File: src/design/fhp_ram.sv
// Generic single-port-write, single-port-read RAM with a registered read.
// No dependencies.
module fhp_ram #(
    parameter int W     = 32,
    parameter int DEPTH = 4,
    localparam int AW   = (DEPTH > 1) ? $clog2(DEPTH) : 1
) (
    input  logic          i_clk,
    input  logic          i_we,
    input  logic [AW-1:0] i_waddr,
    input  logic [W-1:0]  i_wdata,
    input  logic [AW-1:0] i_raddr,
    output logic [W-1:0]  o_rdata
);

    logic [W-1:0] r_mem [DEPTH];
    logic [W-1:0] r_rdata;

    always_ff @(posedge i_clk) begin
        if (i_we) begin
            r_mem[i_waddr] <= i_wdata;
        end
        r_rdata <= r_mem[i_raddr];
    end

    assign o_rdata = r_rdata;

endmodule

File: config.mk
export PLATFORM = sky130hd
export DESIGN_NAME = fhp_ram
export DESIGN_NICKNAME = d
export VERILOG_FILES = /design/src/design/fhp_ram.sv
export SDC_FILE = /design/constraint.sdc
export NUM_CORES = 1
export LEC_CHECK = 0
export ABC_AREA = 1
export BUFFER_PORTS_ARGS = -buffer_cell sky130_fd_sc_hd__buf_2
export CORE_UTILIZATION = 50
export CTS_CLUSTER_DIAMETER = 30
export DETAILED_ROUTE_END_ITERATION = 6
export GPL_TIMING_DRIVEN = 1
export PLACE_DENSITY_LB_ADDON = 0.05
export SETUP_SLACK_MARGIN = 0.15
export SYNTH_ARGS = -nofsm -noshare
export SYNTH_HDL_FRONTEND = slang
export SYNTH_SLANG_ARGS = --single-unit
File: constraint.sdc
create_clock -name i_clk -period 5 [get_ports i_clk]
set_clock_uncertainty 0.05 [all_clocks]
set_input_delay 1.5 -clock i_clk [delete_from_list [all_inputs] [get_ports i_clk]]
set_output_delay 1.5 -clock i_clk [all_outputs]
set_load 0.01 [all_outputs]
Word level (Yosys, flattened, before mapping)

Memories as Yosys holds them, arrays and structs flattened. A register that Yosys moved wholly into a read port is not among the register bits.
Index checks and enable logic that the tools add are counted.

Register bits after elaboration: 0
Bits in writable memories: 128
Input bits: 38
Output and inout port bits: 32
Word-level logic and storage cells: 3
Memories: 1

Memory list:

| name  | depth | width | rd ports | clocked after memory_dff | write ports | line | text |
|---|---|---|---|---|---|---|---|
| r_mem | 4     | 32    | 1        | 1                        | 1           | 16   | `logic [W-1:0] r_mem [DEPTH];` |

Mux-type cells: 2

Operators by type and width:

| operator | number |
|---|---|
| $mux W1  | 2 |

Longest topological paths before layout

Gate-level depths: netlist of run 1.

Depth after elaboration: 2
Gate-level depth with buffers: 5
Mapped depth without buffers: 4

Least setup slack after synthesis of run 1

OpenSTA, ideal clock, no wires.

Kind: input-to-reg
Start point: input port i_waddr[1]
End point: memory r_mem[0][0] (enable)
Setup time: 461 ps
Data arrival time: 3780 ps
Required time: 4489 ps
Path slack: 709 ps
Stages: 1
Path buffers: 0
Cell sequence: nor3_1

RTL lines:

| what        | line | text |
|---|---|---|
| from (decl) | 10   | `input logic [AW-1:0] i_waddr,` |
| to (decl)   | 16   |  |

Straight into the memory's write port.

==> results of run 1 <==
==> kinds of logic after synthesis <==
family / share of synthesized area [%]
buffers and inverters: 10.7
and+or+nand+nor: 15.5
DFF: 73.8
==> state kept, by name (all words and copies together) (netlist names) <==
register / cells
r_mem: 128
o_rdata: 32
==> cell usage after synthesis, drive strengths merged <==
library cell,instances
dfxtp,32
nand3,64
buf,20
edfxtp,128
nor3,4
inv,133
nand2,160
==> area by class of cell <==
cell class	instances	area share, %
sequential	160	62.6
multi-input combinational	228	13.4
inverter	133	6.97
clock buffer	18	6.29
timing repair buffer	76	5.56
clock inverter	14	2.62
tap	143	2.50
==> worst paths after layout <==
kind / slack (ns) / start / depth (start not counted) / end
max: 2.40 / i_raddr[1] / 6 / o_rdata[30]
min reg2reg: 0.48 / r_mem[1][16] / 4 / o_rdata[16]
max reg2reg: 4.18 / r_mem[2][3] / 4 / o_rdata[3]
min: 0.48 / r_mem[1][16] / 4 / o_rdata[16]
==> stage by stage <==
step / cells / hold slack, ns / power, mW / worst slack (ns) / instance area [µm²]
floorplan: 541 / 0.449 / 1.67 / 0.709 / 6080
global placement: 740 / 0.455 / 1.74 / 1.96 / 6520
detailed placement: 740 / 0.475 / 1.75 / 1.93 / 6520
CTS: 772 / 0.489 / 3.10 / 2.37 / 7160
global route: 772 / 0.520 / 3.18 / 2.28 / 7160
finish: 772 / 0.485 / 3.07 / 2.40 / 7160
==> per-layer routing <==
metal	vias to the layer above	track usage (%)	share of wire, %
li1	1839	-	-
met1	1625	20.5	44
met2	66	30.9	50
met3	18	4.32	4.0
met4	0	8.27	2.1
met5	-	0	0
==> where the power goes <==
group,internal [mW],switching (mW)
registers,1.52,0.0189
clock network,0.862,0.492
logic,0.0619,0.117
==> worst max-delay path, delay by kind of cell <==
kind | cells | cell delay (ns)
buffers and inverters | 4 | 1.22
and+or+nand+nor | 2 | 0.17
==> results.txt, run 1 <==
Status - finished, violations left
Failing checks - design-rule violations
Register area - 4480 µm²
Hold Path Class - reg2reg
First-pass GRT wire length - 16600 µm
RD Place Congestion - 0.659
Fill count - 896
Max clock buf depth - 2
Most frequent cells in the layout - nand2_1, inv_1, edfxtp_1, buf_2, nand3_1
Setup bufs post-CTS - 0
Tcrit/Tclk final - 52.1%
WL/cell - 13.2 µm
Tightest Pin Transition - 1.11 ns
Final Max Slew Viols - 0
Cts repair resizes - 0
Grt ovf - 0
Synth area leaders - edfxtp_1, dfxtp_1, nand2_1
Antenna cell count - 0
Post-Syn Nets - 579
Worst setup path category - in2reg
Vias - 3548
Initial antenna violation count - 1
Clk Latency, worst-skew pair - 0.41 ns
Lkg Pwr - 3.32 nW
Final nets - 654
Drt pass-1 iters - 6
Cell variety after synth - 10
Core region area - 11600 µm²
Ports - 70
Drt via density - 4.60
Final setup TNS - 0 ns
Clock Tree Root - clkbuf_16
CTS H-tree depth - 4
Fmax - 384 MHz
Largest area contributor in the netlist - edfxtp_1
Share of layout cells above drive strength 1 - 18.0%
Routed Antenna Nets - 0
Row count - 39
Crit path max-delay cell type - inv_1
Initial Utilization - 52.3%
Peak fanout along the critical path - 33
Gate Count Post-Synth - 541
Synth top area share - 63.2%
Pin count of the biggest net entering global routing - 65
GRT Total Usage - 17.7%
RSZ-0062 raised after global routing - no
CP peak stage delay - 0.51 ns
Yosys warns - 0
Area grow syn2layout - 17.8%
Slew headroom - 25.9%
Die area - 12600 µm²
Worst EP arrival - 2.91 ns
Power Dens Cells - 429 nW/µm²
Setup crit end kind - flop
Die Wd - 112 µm
VDD IR-drop max - 0.233 mV
CTS tree - yes
Area of the multi-input gates - 961 µm²
Residual DRC count - 4
FF+latch count, synth - 160
DP Wirelength - 5550 µm
Total CTS buffers - 17
Maxcap violations - 0
Fin util - 61.6%
Synth Cell Area - 6080 µm²
Worst EP required - 5.31 ns
Part of the Yosys area used for sequential elements - 73.8%
Min Tclk post-route - 2.60 ns
Clk sink count - 160
Average size of a mapped cell - 11.2 µm²
Iter 0 DRT Violations - 231
Die height - 112 µm
Routed WL - 10200 µm
Crit start category - primary input
Hold Vio Cnt, Final - 0
Most common cell after layout, fill and taps aside - nand2_1
CP Cell Sequence - buf_2 > buf_4 > inv_1 > buf_4 > nand3_1 > nand2_1
Worst-path clk slew - 0.06 ns
Setup violations, final - 0
CP most frequent cell - buf_4
Hold Buf Count CTS - 0
Vias in the first global route - 3457
Port Buffer Count - 69
Note: power is estimated with default switching activity, not from simulation.
==> run 2: changes to the inputs <==
Clock period 5 ns to 2.1 ns, I/O delays scaled along.
==> run 2 against run 1 <==
Net effect:
- the run still ends with design-rule violations left
- hold slack got worse by 0.11 ns
- global-route usage increased by 0.60 points
- register-to-register slack got worse by 2.9 ns
- core utilization increased by 0.71 points
- wire length increased by 1.4%
- sequential cell count unchanged
- sequential power rose by 140%
- largest cell class unchanged
- largest power group unchanged
==> results.txt, run 2 (same netlist as run 1, synthesis figures left out) <==
Final setup TNS - 0 ns (unchanged)
Min Tclk post-route - 1.58 ns
Vias in the first global route - 3452 (-0.14%)
Iter 0 DRT Violations - 246 (+6.5%)
Placed instance count - 747 (+0.95%)
CTS tree - yes
Clk Latency, worst-skew pair - 0.42 ns (about the same)
Most frequent cells in the layout - nand2_1, inv_1, edfxtp_1, buf_2, nand3_1
Hold Buf Count CTS - 0 (unchanged)
Slew headroom - 77.9% (+52 points)
Hold Path Class - in2reg
Fin util - 62.4% (+0.71 points)
Clock Tree Root - clkbuf_16
Die area - 12600 µm² (unchanged)
Die height - 112 µm (unchanged)
Die Wd - 112 µm (unchanged)
Area grow syn2layout - 19.1%
Max reg flops - 128 (unchanged)
Row count - 39 (unchanged)
Ports - 70 (unchanged)
FF-to-FF setup slack - 1.27 ns (-2.91 ns)
Total CTS buffers - 17 (unchanged)
Setup crit end kind - output port
Failing checks - design-rule violations
Initial Utilization - 52.3% (unchanged)
First-pass GRT wire length - 17000 µm (+2.5%)
Peak fanout along the critical path - 1 (-97%)
Cts repair resizes - 0 (unchanged)
Clk sink count - 160 (unchanged)
Pin count of the biggest net entering global routing - 39 (-40%)
Port Buffer Count - 69 (unchanged)
Worst setup path category - reg2out
Finished Layout Cells - 779 (+0.91%)
CP peak stage delay - 0.35 ns (-0.16 ns)
Setup bufs post-CTS - 0 (unchanged)
GRT Total Usage - 18.3% (+0.60 points)
Antenna cell count - 0 (unchanged)
Drt via density - 4.59 (-0.14%)
Setup violations, final - 0 (unchanged)
Grt ovf - 0 (unchanged)
Family with the most delay on the worst path - flip-flops
Post-DP Area - 6660 µm² (+2.1%)
Routed Antenna Nets - 0 (unchanged)
RD Place Congestion - 0.725 (+10%)
Initial antenna violation count - 0 (-1)
Fmax - 631 MHz
Share of layout cells above drive strength 1 - 17.9% (-0.040 points)
Routed WL - 10300 µm (+1.4%)
Hold Vio Cnt, Final - 0 (unchanged)
Tightest Pin Transition - 0.331 ns (-0.779 ns)
Most flop-heavy register - r_mem
Final nets - 661 (+1.1%)
VDD IR-drop max - 0.579 mV (+150%)
Most common cell after layout, fill and taps aside - nand2_1
Residual DRC count - 6 (+2)
Worst-path clk slew - 0.06 ns (about the same)
Status - finished, violations left
Crit start category - flop
Worst EP arrival - 0.90 ns (-2.01 ns)
CP Cell Sequence - buf_2
Lkg Pwr - 3.36 nW (+1.2%)
Tcrit/Tclk final - 75.5%
Tot Pwr - 7.08 mW (+130%)
Core region area - 11600 µm² (unchanged)
Crit path max-delay cell type - dfxtp_1
Crit path buffers/inverters - 1 (-3)
CTS H-tree depth - 4 (unchanged)
Power Dens Cells - 978 nW/µm² (+130%)
Worst EP required - 1.42 ns (-3.89 ns)
WL/cell - 13.2 µm (+0.45%)
Drt pass-1 iters - 6 (unchanged)
DP Wirelength - 6090 µm (+9.8%)
Max clock buf depth - 2 (unchanged)
RSZ-0062 raised after global routing - no
Design Area, Final - 7240 µm² (+1.2%)
Vias - 3575 (+0.76%)
Maxcap violations - 0 (unchanged)
Final Max Slew Viols - 0 (unchanged)
[run 2: cell types whose count changed in the layout (fill, tap and decap cells not counted), moves of 3 or more]
cell	change
buf_12	+5
clkbuf_1	+6
clkbuf_8	+4
clkinvlp_4	-3
nor3_2	-4
nor3_4	+4
[run 2: layout make-up]
class                      count  area [µm²]
tap                          143         179
clock buffer                  27         503
clock inverter                 5        77.6
multi-input combinational    228         986
inverter                     133         499
fill                         909        4370
timing repair buffer          83         513
sequential                   160        4480
[run 2: through the flow]
stage	setup slack (ns)	hold WS [ns]
5_1_grt	0.486	0.365
4_1_cts	0.493	0.359
6_report	0.515	0.370
2_1_floorplan	0.0732	0.449
3_3_place_gp	0.353	0.464
3_5_place_dp	0.339	0.472
[run 2: report_power, final]
| part | internal (mW) | total [mW] | switching, mW |
|---|---|---|---|
| sequential | 3.61 | 3.65 | 0.0398 |
| combinational | 0.166 | 0.459 | 0.293 |
| clock | 1.87 | 2.97 | 1.10 |
[run 2: path summary, 6_finish.rpt]
kind | start | endpoint | cells past startpoint
worst max-delay path | o_rdata[0] | o_rdata[0] | 1
worst max register to register | r_mem[3][24] | o_rdata[24] | 4
worst min-delay path | i_wdata[5] | r_mem[2][5] | 1
worst min register to register | r_mem[0][20] | o_rdata[20] | 4
[run 2: layer usage]
metal  global-route usage (%)  share of wire, %  up-vias
met1                     21.9                45     1632
met2                     30.4                49       73
met3                     4.97               4.1       19
li1                         -                 -     1851
met5                        0                 0        -
met4                     9.42               2.2        0
==> run 3: changes to the inputs <==
Clock period 2.1 ns to 1.6 ns, I/O delays scaled along.
==> run 3 against run 2 <==
Net effect:
- the flow still finishes with violations (design-rule violations)
- non-clock buffer count grew 3
- clock power grew 38%
- largest power group unchanged
- final cell count grew 0.39%
- final area grew 1.3%
- core utilization grew 0.79 points
- critical path type unchanged
- sequential power grew 32%
- critical endpoint is now o_rdata[1]
- die area is the same
==> results.txt, run 3 (same netlist as run 1, synthesis figures left out) <==
Total CTS buffers - 17 (unchanged)
Crit path max-delay cell type - dfxtp_1
CP Cell Sequence - buf_2
Routed Antenna Nets - 0 (unchanged)
Fill count - 922 (+1.4%)
Iter 0 DRT Violations - 233 (-5.3%)
WL/cell - 13.6 µm (+2.4%)
VDD IR-drop max - 0.804 mV (+39%)
Residual DRC count - 6 (unchanged)
GRT Total Usage - 18.6% (+0.35 points)
Tightest Pin Transition - 0.334 ns (+0.00260 ns)
CTS H-tree depth - 4 (unchanged)
CTS tree - yes
Ports - 70 (unchanged)
Antenna cell count - 0 (unchanged)
Row count - 39 (unchanged)
Max reg flops - 128 (unchanged)
Final WS setup - 0.178 ns (-0.338 ns)
Failing checks - design-rule violations
Max clock buf depth - 2 (unchanged)
Pin count of the biggest net entering global routing - 65 (+67%)
Setup crit end kind - output port
Worst-path clk slew - 0.06 ns (about the same)
Sequential power share - 50.4% (-1.2 points)
Maxcap violations - 0 (unchanged)
Worst Setup Slack post-DPL - -0.0243 ns (-0.364 ns)
Int Pwr - 7.55 mW (+34%)
Port Buffer Count - 69 (unchanged)
Worst EP arrival - 0.89 ns (about the same)
Vias in the first global route - 3511 (+1.7%)
Peak fanout along the critical path - 1 (unchanged)
Status - finished, violations left
Placed instance count - 750 (+0.40%)
Area grow syn2layout - 20.6%
Initial antenna violation count - 1 (+1)
Hold Path Class - in2reg
Share of layout cells above drive strength 1 - 18.8% (+0.85 points)
Grt ovf - 0 (unchanged)
Finished Layout Cells - 782 (+0.39%)
Family with the most delay on the worst path - flip-flops
Switching part of the total power - 20.7% (+0.48 points)
Drt via density - 4.67 (+1.7%)
DP Wirelength - 6310 µm (+3.6%)
Fmax - 703 MHz
Drt pass-1 iters - 6 (unchanged)
Final nets - 664 (+0.45%)
CP peak stage delay - 0.34 ns (about the same)
Crit path buffers/inverters - 1 (unchanged)
Setup violations, final - 0 (unchanged)
RSZ-0062 raised after global routing - no
Die area - 12600 µm² (unchanged)
Clk sink count - 160 (unchanged)
Slew headroom - 77.7% (-0.17 points)
NetSw - 1.97 mW (+38%)
First-pass GRT wire length - 17400 µm (+2.5%)
Die height - 112 µm (unchanged)
Lkg Pwr - 3.39 nW (+0.95%)
Hold Vio Cnt, Final - 0 (unchanged)
Core region area - 11600 µm² (unchanged)
Final Max Slew Viols - 0 (unchanged)
Clk Latency, worst-skew pair - 0.42 ns (about the same)
Routed WL - 10600 µm (+2.8%)
Vias - 3649 (+2.1%)
Post-DP Area - 6720 µm² (+0.90%)
Worst setup path category - reg2out
Die Wd - 112 µm (unchanged)
Design Area, Final - 7330 µm² (+1.3%)
Clock power share - 43.1% (+1.2 points)
Crit start category - flop
Power Dens Cells - 1300 nW/µm² (+33%)
Tcrit/Tclk final - 88.9%
Clock Tree Root - clkbuf_16
Most frequent cells in the layout - nand2_1, inv_1, edfxtp_1, buf_2, nand3_1
RD Place Congestion - 0.723 (-0.39%)
Most common cell after layout, fill and taps aside - nand2_1
Initial Utilization - 52.3% (unchanged)
Min Tclk post-route - 1.42 ns
Most flop-heavy register - r_mem
Comb power frac - 6.5% (about the same)
Worst EP required - 1.07 ns (-0.35 ns)
==> run 3: changes by cell type in the layout (fill, tap and decap cells not counted) <==
| cell | change |
|---|---|
| clkinv_2 | -2 |
| inv_6 | +1 |
| buf_12 | +3 |
| bufinv_16 | +1 |
| dfxtp_1 | -1 |
| clkbuf_1 | -3 |
| dfxtp_2 | +1 |
| clkbuf_8 | -1 |
| clkinvlp_4 | +3 |
| clkinv_1 | +1 |
==> run 3: final timing paths <==
kind | endpoint | slack [ns] | start | cells past startpoint
max | o_rdata[1] | 0.18 | o_rdata[1] | 1
min reg2reg | o_rdata[21] | 0.48 | r_mem[0][21] | 4
min | r_mem[3][4] | 0.23 | i_wdata[4] | 1
max reg2reg | o_rdata[3] | 0.81 | r_mem[3][3] | 4
==> run 3: timing repair <==
action	in CTS	in global routing
buffers inserted	0	0
hold buffers	0	0
resized for setup	1	0
endpoints found under the hold margin	0	0
endpoints found under the setup margin	1	0
==> run 3: metal layers <==
layer / track usage [%] / vias up / share of wire, %
met2: 30.0 / 68 / 48
met3: 5.24 / 20 / 3.9
met5: 0 / - / 0.094
met4: 8.89 / 2 / 2.1
li1: - / 1859 / -
met1: 23.4 / 1700 / 46
==> run 3: power by group through the flow <==
stage | Sequential (mW) | Combinational (mW) | Clock (mW)
2_1_floorplan | 4.92 | 0.313 | 0
3_3_place_gp | 4.88 | 0.622 | 0
3_5_place_dp | 4.89 | 0.629 | 0
4_1_cts | 4.80 | 0.633 | 4.16
5_1_grt | 4.82 | 0.700 | 4.33
6_report | 4.80 | 0.620 | 4.10
==> run 3: area by class of cell <==
type	count	area (µm²)	share of cell area, %
Multi-Input combinational cell	228	986	13.4
Tap cell	143	179	2.44
Timing Repair Buffer	86	573	7.81
Sequential cell	160	4490	61.2
Clock inverter	9	133	1.81
Clock buffer	23	478	6.52
Inverter	133	499	6.81
==> run 3: metrics by stage <==
stage / setup TNS [ns] / power [mW] / utilization [%] / hold WS [ns]
final: 0 / 9.52 / 63.1 / 0.229
after global routing: 0 / 9.85 / 63.1 / 0.216
after CTS: 0 / 9.59 / 63.1 / 0.211
after detailed placement: -0.448 / 5.51 / 57.9 / 0.470
after global placement: 0 / 5.50 / 57.9 / 0.469
after floorplan: -35.43 / 5.24 / - / 0.449
